--- src/design/rmcu_pkg.sv ---
// ----------------------------------------------------------------------------
// rmcu_pkg
// Shared types, constants and fixed-point helpers for the mean/covariance
// estimator.
// ----------------------------------------------------------------------------
package rmcu_pkg;

  localparam int DATA_W   = 32;
  localparam int GAIN_W   = 17;
  localparam int IO_ELEMS = 4;
  localparam int ROW_W    = 2;
  localparam int DIM_DEF  = 4;
  localparam int DIM_MAX  = 8;
  localparam int K_W      = 3;
  localparam int ACC_W    = 66;

  localparam logic [GAIN_W-1:0] GAIN_ONE = 17'd65536;

  typedef enum logic [2:0] {
    OP_NONE,
    OP_LOAD,
    OP_MMUL,
    OP_MUPD,
    OP_ECALC,
    OP_CMUL1,
    OP_CMUL2,
    OP_CUPD
  } cell_op_t;

  typedef struct packed {
    cell_op_t       op;
    logic [K_W-1:0] k;
  } cell_ctl_t;

  typedef enum logic [3:0] {
    S_IDLE,
    S_LOAD,
    S_MMUL,
    S_MUPD,
    S_ECALC,
    S_CMUL1,
    S_CMUL2,
    S_CUPD,
    S_EMIT
  } state_t;

  function automatic logic signed [DATA_W-1:0] sat32(input logic signed [ACC_W-1:0] v);
    if (v > 66'sd2147483647) begin
      return 32'sh7fffffff;
    end else if (v < -66'sd2147483648) begin
      return 32'sh80000000;
    end else begin
      return v[DATA_W-1:0];
    end
  endfunction

  function automatic logic signed [ACC_W-1:0] rnd16(input logic signed [ACC_W-1:0] p);
    logic signed [ACC_W-1:0] s;
    s = p + 66'sd32768;
    return s >>> 16;
  endfunction

endpackage

--- src/design/rmcu_seq.sv ---
// ----------------------------------------------------------------------------
// rmcu_seq
// Step sequencer: walks the cells through the mean update, the difference
// ring and the covariance columns, then hands out the rows.
// ----------------------------------------------------------------------------
module rmcu_seq #(
  parameter int DIM = rmcu_pkg::DIM_DEF
) (
  input  logic                          clk,
  input  logic                          rst_n,
  input  logic                          in_fire,
  input  logic                          first,
  input  logic                          out_fire,
  output logic                          in_rdy,
  output logic                          out_vld,
  output logic [rmcu_pkg::ROW_W-1:0]    row,
  output logic                          last,
  output rmcu_pkg::cell_ctl_t           ctl
);

  localparam int ROWS = (DIM < rmcu_pkg::IO_ELEMS) ? DIM : rmcu_pkg::IO_ELEMS;

  rmcu_pkg::state_t                state_r, state_nxt;
  logic [rmcu_pkg::K_W-1:0]        k_r, k_nxt;
  logic [rmcu_pkg::ROW_W-1:0]      row_r, row_nxt;

  always_ff @(posedge clk) begin
    if (!rst_n) begin
      state_r <= rmcu_pkg::S_IDLE;
      k_r     <= '0;
      row_r   <= '0;
    end else begin
      state_r <= state_nxt;
      k_r     <= k_nxt;
      row_r   <= row_nxt;
    end
  end

  always_comb begin
    state_nxt = state_r;
    k_nxt     = k_r;
    row_nxt   = row_r;
    in_rdy    = 1'b0;
    out_vld   = 1'b0;
    ctl.op    = rmcu_pkg::OP_NONE;
    ctl.k     = k_r;
    case (state_r)
      rmcu_pkg::S_IDLE: begin
        in_rdy = 1'b1;
        if (in_fire) begin
          state_nxt = first ? rmcu_pkg::S_LOAD : rmcu_pkg::S_MMUL;
        end
      end
      rmcu_pkg::S_LOAD: begin
        ctl.op    = rmcu_pkg::OP_LOAD;
        row_nxt   = '0;
        state_nxt = rmcu_pkg::S_EMIT;
      end
      rmcu_pkg::S_MMUL: begin
        ctl.op    = rmcu_pkg::OP_MMUL;
        state_nxt = rmcu_pkg::S_MUPD;
      end
      rmcu_pkg::S_MUPD: begin
        ctl.op    = rmcu_pkg::OP_MUPD;
        state_nxt = rmcu_pkg::S_ECALC;
      end
      rmcu_pkg::S_ECALC: begin
        ctl.op    = rmcu_pkg::OP_ECALC;
        k_nxt     = '0;
        state_nxt = rmcu_pkg::S_CMUL1;
      end
      rmcu_pkg::S_CMUL1: begin
        ctl.op    = rmcu_pkg::OP_CMUL1;
        state_nxt = rmcu_pkg::S_CMUL2;
      end
      rmcu_pkg::S_CMUL2: begin
        ctl.op    = rmcu_pkg::OP_CMUL2;
        state_nxt = rmcu_pkg::S_CUPD;
      end
      rmcu_pkg::S_CUPD: begin
        ctl.op = rmcu_pkg::OP_CUPD;
        if (k_r == rmcu_pkg::K_W'(DIM - 1)) begin
          row_nxt   = '0;
          state_nxt = rmcu_pkg::S_EMIT;
        end else begin
          k_nxt     = k_r + 1'b1;
          state_nxt = rmcu_pkg::S_CMUL1;
        end
      end
      rmcu_pkg::S_EMIT: begin
        out_vld = 1'b1;
        if (out_fire) begin
          if (row_r == rmcu_pkg::ROW_W'(ROWS - 1)) begin
            state_nxt = rmcu_pkg::S_IDLE;
          end else begin
            row_nxt = row_r + 1'b1;
          end
        end
      end
      default: begin
        state_nxt = rmcu_pkg::S_IDLE;
      end
    endcase
  end

  assign row  = row_r;
  assign last = (row_r == rmcu_pkg::ROW_W'(ROWS - 1));

endmodule

--- config.mk ---
export PLATFORM = sky130hd
export DESIGN_NAME = rmcu_seq
export DESIGN_NICKNAME = d
export VERILOG_FILES = /design/src/design/rmcu_pkg.sv /design/src/design/rmcu_seq.sv
export SDC_FILE = /design/constraint.sdc
export NUM_CORES = 1
export LEC_CHECK = 0
export BUFFER_PORTS_ARGS = -buffer_cell sky130_fd_sc_hd__buf_4
export CAP_MARGIN = 25
export CORE_MARGIN = 2
export CORE_UTILIZATION = 31
export CTS_CLUSTER_DIAMETER = 100
export DETAILED_ROUTE_END_ITERATION = 7
export SLEW_MARGIN = 20
export SYNTH_ARGS = -nofsm -noshare
export SYNTH_HDL_FRONTEND = slang
export SYNTH_SLANG_ARGS = --single-unit
export TNS_END_PERCENT = 20
--- constraint.sdc ---
create_clock -name clk -period 2.3 [get_ports clk]
set_input_delay 0.46 -clock clk [delete_from_list [all_inputs] [get_ports clk]]
set_output_delay 0.46 -clock clk [all_outputs]
set_load 0.05 [all_outputs]
== Word-level counts from Yosys, hierarchy flattened ==
Cells that the tools add are included.

* Bits in registers: 9
* Bits of input ports: 5
* Output and inout bits: 11
* Word-level logic and storage cells: 42

* Add/subtract/negate cells: 2
* Equality and inequality tests: 16
* Multiplexer cells: 15
* Reduce and logical (&&, ||, !) cells: 6

{| class="wikitable"
|+ Operators with widths
! cell !! count
|-
| one-hot mux 4 bit (9 select lines) || 1
|-
| one-hot mux 3 bit (7 select lines) || 1
|-
| equality test 4 x 3 -> 1 bit, second input constant || 4
|-
| 2-to-1 mux 4 bit || 4
|-
| != test 2 bit, second input constant || 6
|-
| equality test 4 x 2 -> 1 bit, second input constant || 2
|-
| 2-to-1 mux 2 bit || 4
|-
| one-hot mux 2 bit (3 select lines) || 1
|-
| one-hot mux 3 bit (2 select lines) || 1
|-
| equality test 4 x 1 -> 1 bit, second input constant || 1
|-
| equality test 4 bit, second input constant || 1
|-
| zero test 4 bit || 1
|-
| AND reduction 4 bit || 1
|-
| adder 3 x 1 -> 3 bit, second input constant || 1
|-
| equality test 3 x 2 -> 1 bit, second input constant || 1
|-
| 2-to-1 mux 3 bit || 1
|-
| AND reduction 3 bit || 1
|-
| nonzero test 3 bit || 1
|-
| adder 2 x 1 -> 2 bit, second input constant || 1
|-
| equality test 2 bit, second input constant || 1
|-
| 2-to-1 mux 1 bit || 2
|-
| AND reduction 2 bit || 1
|-
| nonzero test 2 bit || 1
|}

== Longest topological paths before layout ==
* Word-level depth: 4
* Depth in mapped cells: 5
* Mapped depth without buffers: 5

== Least setup slack after synthesis ==
Ideal clock, no wire load.

* Path kind: register to output
* From: reg state_r[2]
* To: out in_rdy
* Arrival time: 1821 ps
* Path slack: 19 ps
* Cell stages (with the launch flop): 4
* Path through: dfxtp_1 > clkbuf_1 > or2_2 > nor3_1

* Cells in the longest elaborated chain, start to end: 2

{| class="wikitable"
|+ RTL lines
! element !! line !! text
|-
| start: declaration || rmcu_seq.sv:23 || <nowiki>rmcu_pkg::state_t state_r, state_nxt;</nowiki>
|-
| start signal: assignment || rmcu_seq.sv:29 || <nowiki>state_r <= rmcu_pkg::S_IDLE;</nowiki>
|-
| start signal: assignment || rmcu_seq.sv:33 || <nowiki>state_r <= state_nxt;</nowiki>
|-
| zero test 4 bit || rmcu_seq.sv:47 || <nowiki>case (state_r)</nowiki>
|-
| 2-to-1 mux 1 bit || rmcu_seq.sv:47 ||
|-
| end: declaration || rmcu_seq.sv:14 || <nowiki>output logic in_rdy,</nowiki>
|}

No other way between the ends.

== Worst setup path after layout ==
* From: reg state_r[1]
* To: out out_vld

* Cells in the longest elaborated chain, start to end: 2

{| class="wikitable"
|+ RTL lines
! element !! line !! text
|-
| equality test 4 bit || rmcu_seq.sv:47 ||
|-
| 2-to-1 mux 1 bit || rmcu_seq.sv:47 ||
|-
| end: declaration || rmcu_seq.sv:15 || <nowiki>output logic out_vld,</nowiki>
|}

No other way between the ends.

==> results.md <==
* Slew Limit Fails at 0
* Share of total power in sequential cells at 42.0%
* Final Hold Viols at 0
* Initial DRT Pass Iterations at 3
* Area Growth Syn to Fin at 24.0%
* Post-CTS Setup Bufs at 0
* Clock power share at 29.4%
* Worst VDD drop at 0.397 mV
* Mean post-synth cell area at 8.78 µm²
* Top achievable clock speed at 499 MHz
* Placed Cells at 102
* Vias post-DR at 507
* Tmin final at 2010 ps
* Crit end category: primary output
* Post-synthesis simple-gate area fraction at 31.3%
* Filler cells at 195
* WL per Instance at 11.0 µm
* Initial DRC Count at 3
* Row cnt at 15
* Drt drc at 0
* P_sw at 154 µW
* Post-Synth XOR/XNOR Area at 1.49%
* CP Launch Point: state_r[1]
* FF-to-FF path depth at 5
* Critical Path End: out_vld
* Tightest Hold Check Type: flip-flop to flip-flop
* Count leader, synth: dfxtp_1
* Status: completed
* CTS root buffer: clkbuf_4
* CP Launch Type: flip-flop
* Gr ovfl total at 0
* Via density at 4.78
* Setup violations, final at 0
* Layout Cells excl Fill at 106
* Sequential area share after synthesis at 30.6%
* Total of max-cap violations at 0
* Syn_nets at 75
* CTS tree: done
* Skew-Pair Late Insertion Delay at 260 ps
* Initial core utilization at 33.3%
* Die Area at 2260 µm²
* Flop and latch count out of synthesis at 9
* Reg area at 180 µm²
* DP HPWL at 844 µm
* Main area contributors after synthesis: dfxtp_1 31%, ha_1 6.4%, and2b_2 6.0%
* Num ports at 16
* Core Footprint at 1760 µm²
* Final WL at 1160 µm
* Clk buf depth at 2
* Reg-to-reg endpoint: k_r[0]
* Multi-input logic area at 367 µm²
* Clock Skew at 4.59 ps
* Share of cells above drive strength 1 at 33.3%
* Post-CTS Resized at 0
* Final #Nets at 90
* Ratio of final minimum period to clock period at 87.2%
* Num CTS Buffers at 3
* Worst EP arrival at 1550 ps
* First-pass GRT wire length at 1920 µm
* Leakage Power at 0.000347 µW
* Number of synthesized flops with an enable pin at 0
* Largest area contributor in the netlist: dfxtp_1
* Reg2Reg Setup Slack at 580 ps
* R2R Path Start: k_r[0]
* Slew headroom at 65.9%
* Vias in the first global route at 460
* Post-synthesis cell count at 67
* Int Pwr at 281 µW
* Compound-Gate Fraction of Synth Area at 18.1%
* All-Layer GR Usage at 12.0%
* Dpl ws at 582 ps
* Synthesized area at 588 µm²
* Gate power share at 28.6%
* Number of diodes at 0
* Async SR Flop Fraction at 0%
* Critical path required time at 1840 ps
* Final hold slack at 482 ps
* Final worst slack at 294 ps
* Routed Antenna Nets at 0
* Post-synth cell types at 33
* Post-synth top flop: dfxtp_1
* Worst-path clk slew at 70 ps
* Gpl congestion at 0.737
* Yosys Warn Count at 0
* Initial antenna violation count at 0
* Cts-stage hold buffer count at 0
* Post-synth top cells: 9 x dfxtp_1, 4 x a21oi_1, 4 x and2b_2, 4 x o21ai_0
* Post-layout util at 41.3%
* Power Density at 596 nW/µm²
* Port Buf Inserts at 15
* Switching Share at 35.4%
* Setup TNS at 0 ps
* Main combinational cell family by area after synthesis: simple AND/OR/NAND/NOR gates
* CP Max Fanout at 13
* Critical setup path kind: flip-flop to primary output
* Setup repair after global routing missed its margin: no
* Die H at 47.6 µm
* Mux contribution to synthesized area at 5.11%
* Pin count of the biggest net entering global routing at 14
* Synthesized-area fraction occupied by adder cells at 6.38%
* Worst slew pin tran at 506 ps
* CTS sink count at 9
* Htree depth at 1
* Horiz. Die Dim at 47.6 µm
* Synth top area share at 30.6%
==> worst max-delay path, stage by stage, from the launching register on <==
cell,delay [ps]
dfxtp_1,420
or4b_4,610
clkinv_2,70
buf_4,190
==> metal layers <==
metal | part of all wire (%) | wire, µm | vias to the layer above | track usage (%)
met4 | 1.5 | 18 | 0 | 6.49
met5 | 0 | 0 | - | 0
met3 | 4.5 | 52 | 2 | 3.40
met1 | 56 | 648 | 218 | 16.9
met2 | 38 | 444 | 14 | 16.5
li1 | - | - | 273 | -
==> cell usage in the layout (no fill, tap or decap), drive strengths merged <==
master   synthesis  final
a21boi           1      1
and4b            1      1
clkbuf           2      4
o31ai            1      1
xnor2            1      1
or4b             1      1
dfxtp            9      9
nor2             2      2
a21oi            4      4
clkinv           1      1
o21a             2      2
ha               3      3
nand2            3      3
nand3b           3      3
and3             2      2
mux2i            3      3
nor2b            1      1
a2bb2oi          1      1
and2b            5      5
nor3             2      2
inv              2      2
or2              1      1
and3b            2      2
nand2b           1      1
nand4            1      1
o221a            2      2
o21ai            5      5
buf              3     15
nand3            2      2
==> flip-flops by register name (all words and copies together) (netlist names) <==
register	flops
row	2
k_r	3
state_r	4
==> kinds of logic after synthesis <==
kind of cell    count (synthesis)
simple gates                   27
compound gates                 16
flops                           9
mux                             3
xor+xnor                        1
buf+inv                         8
fa+ha+maj                       3
==> cell type report <==
class                   instances  share of cell area [%]
inverters                       3                    1.72
clock buffers                   4                    3.60
well taps                      25                    4.29
repair buffers                 15                    15.4
multi-input cells              50                    50.3
flip-flops and latches          9                    24.7
==> how the worst min path moves through the flow <==
stage | start | endpoint | slack, ps | cells past startpoint
2_1_floorplan | state_r[1] | state_r[0] | 620 | 3
3_3_place_gp | k_r[2] | k_r[2] | 460 | 2
3_5_place_dp | k_r[2] | k_r[2] | 470 | 2
4_1_cts | k_r[2] | k_r[2] | 480 | 2
5_1_grt | rst_n | state_r[3] | 490 | 2
6_report | k_r[2] | k_r[2] | 480 | 2
==> power groups by stage <==
| stage | logic [µW] | clock network (µW) | registers [µW] |
|---|---|---|---|
| floorplan | 108 | 0 | 175 |
| global placement | 125 | 0 | 186 |
| detailed placement | 125 | 0 | 186 |
| CTS | 125 | 131 | 182 |
| global route | 133 | 140 | 185 |
| finish | 124 | 128 | 183 |
==> per-stage QoR <==
| step | total power [µW] | area, µm² |
|---|---|---|
| after global routing | 458 | 729 |
| after detailed placement | 311 | 703 |
| after global placement | 311 | 703 |
| after CTS | 439 | 729 |
| final | 435 | 729 |
| after floorplan | 283 | 588 |
Note: power is estimated with default switching activity, not from simulation.
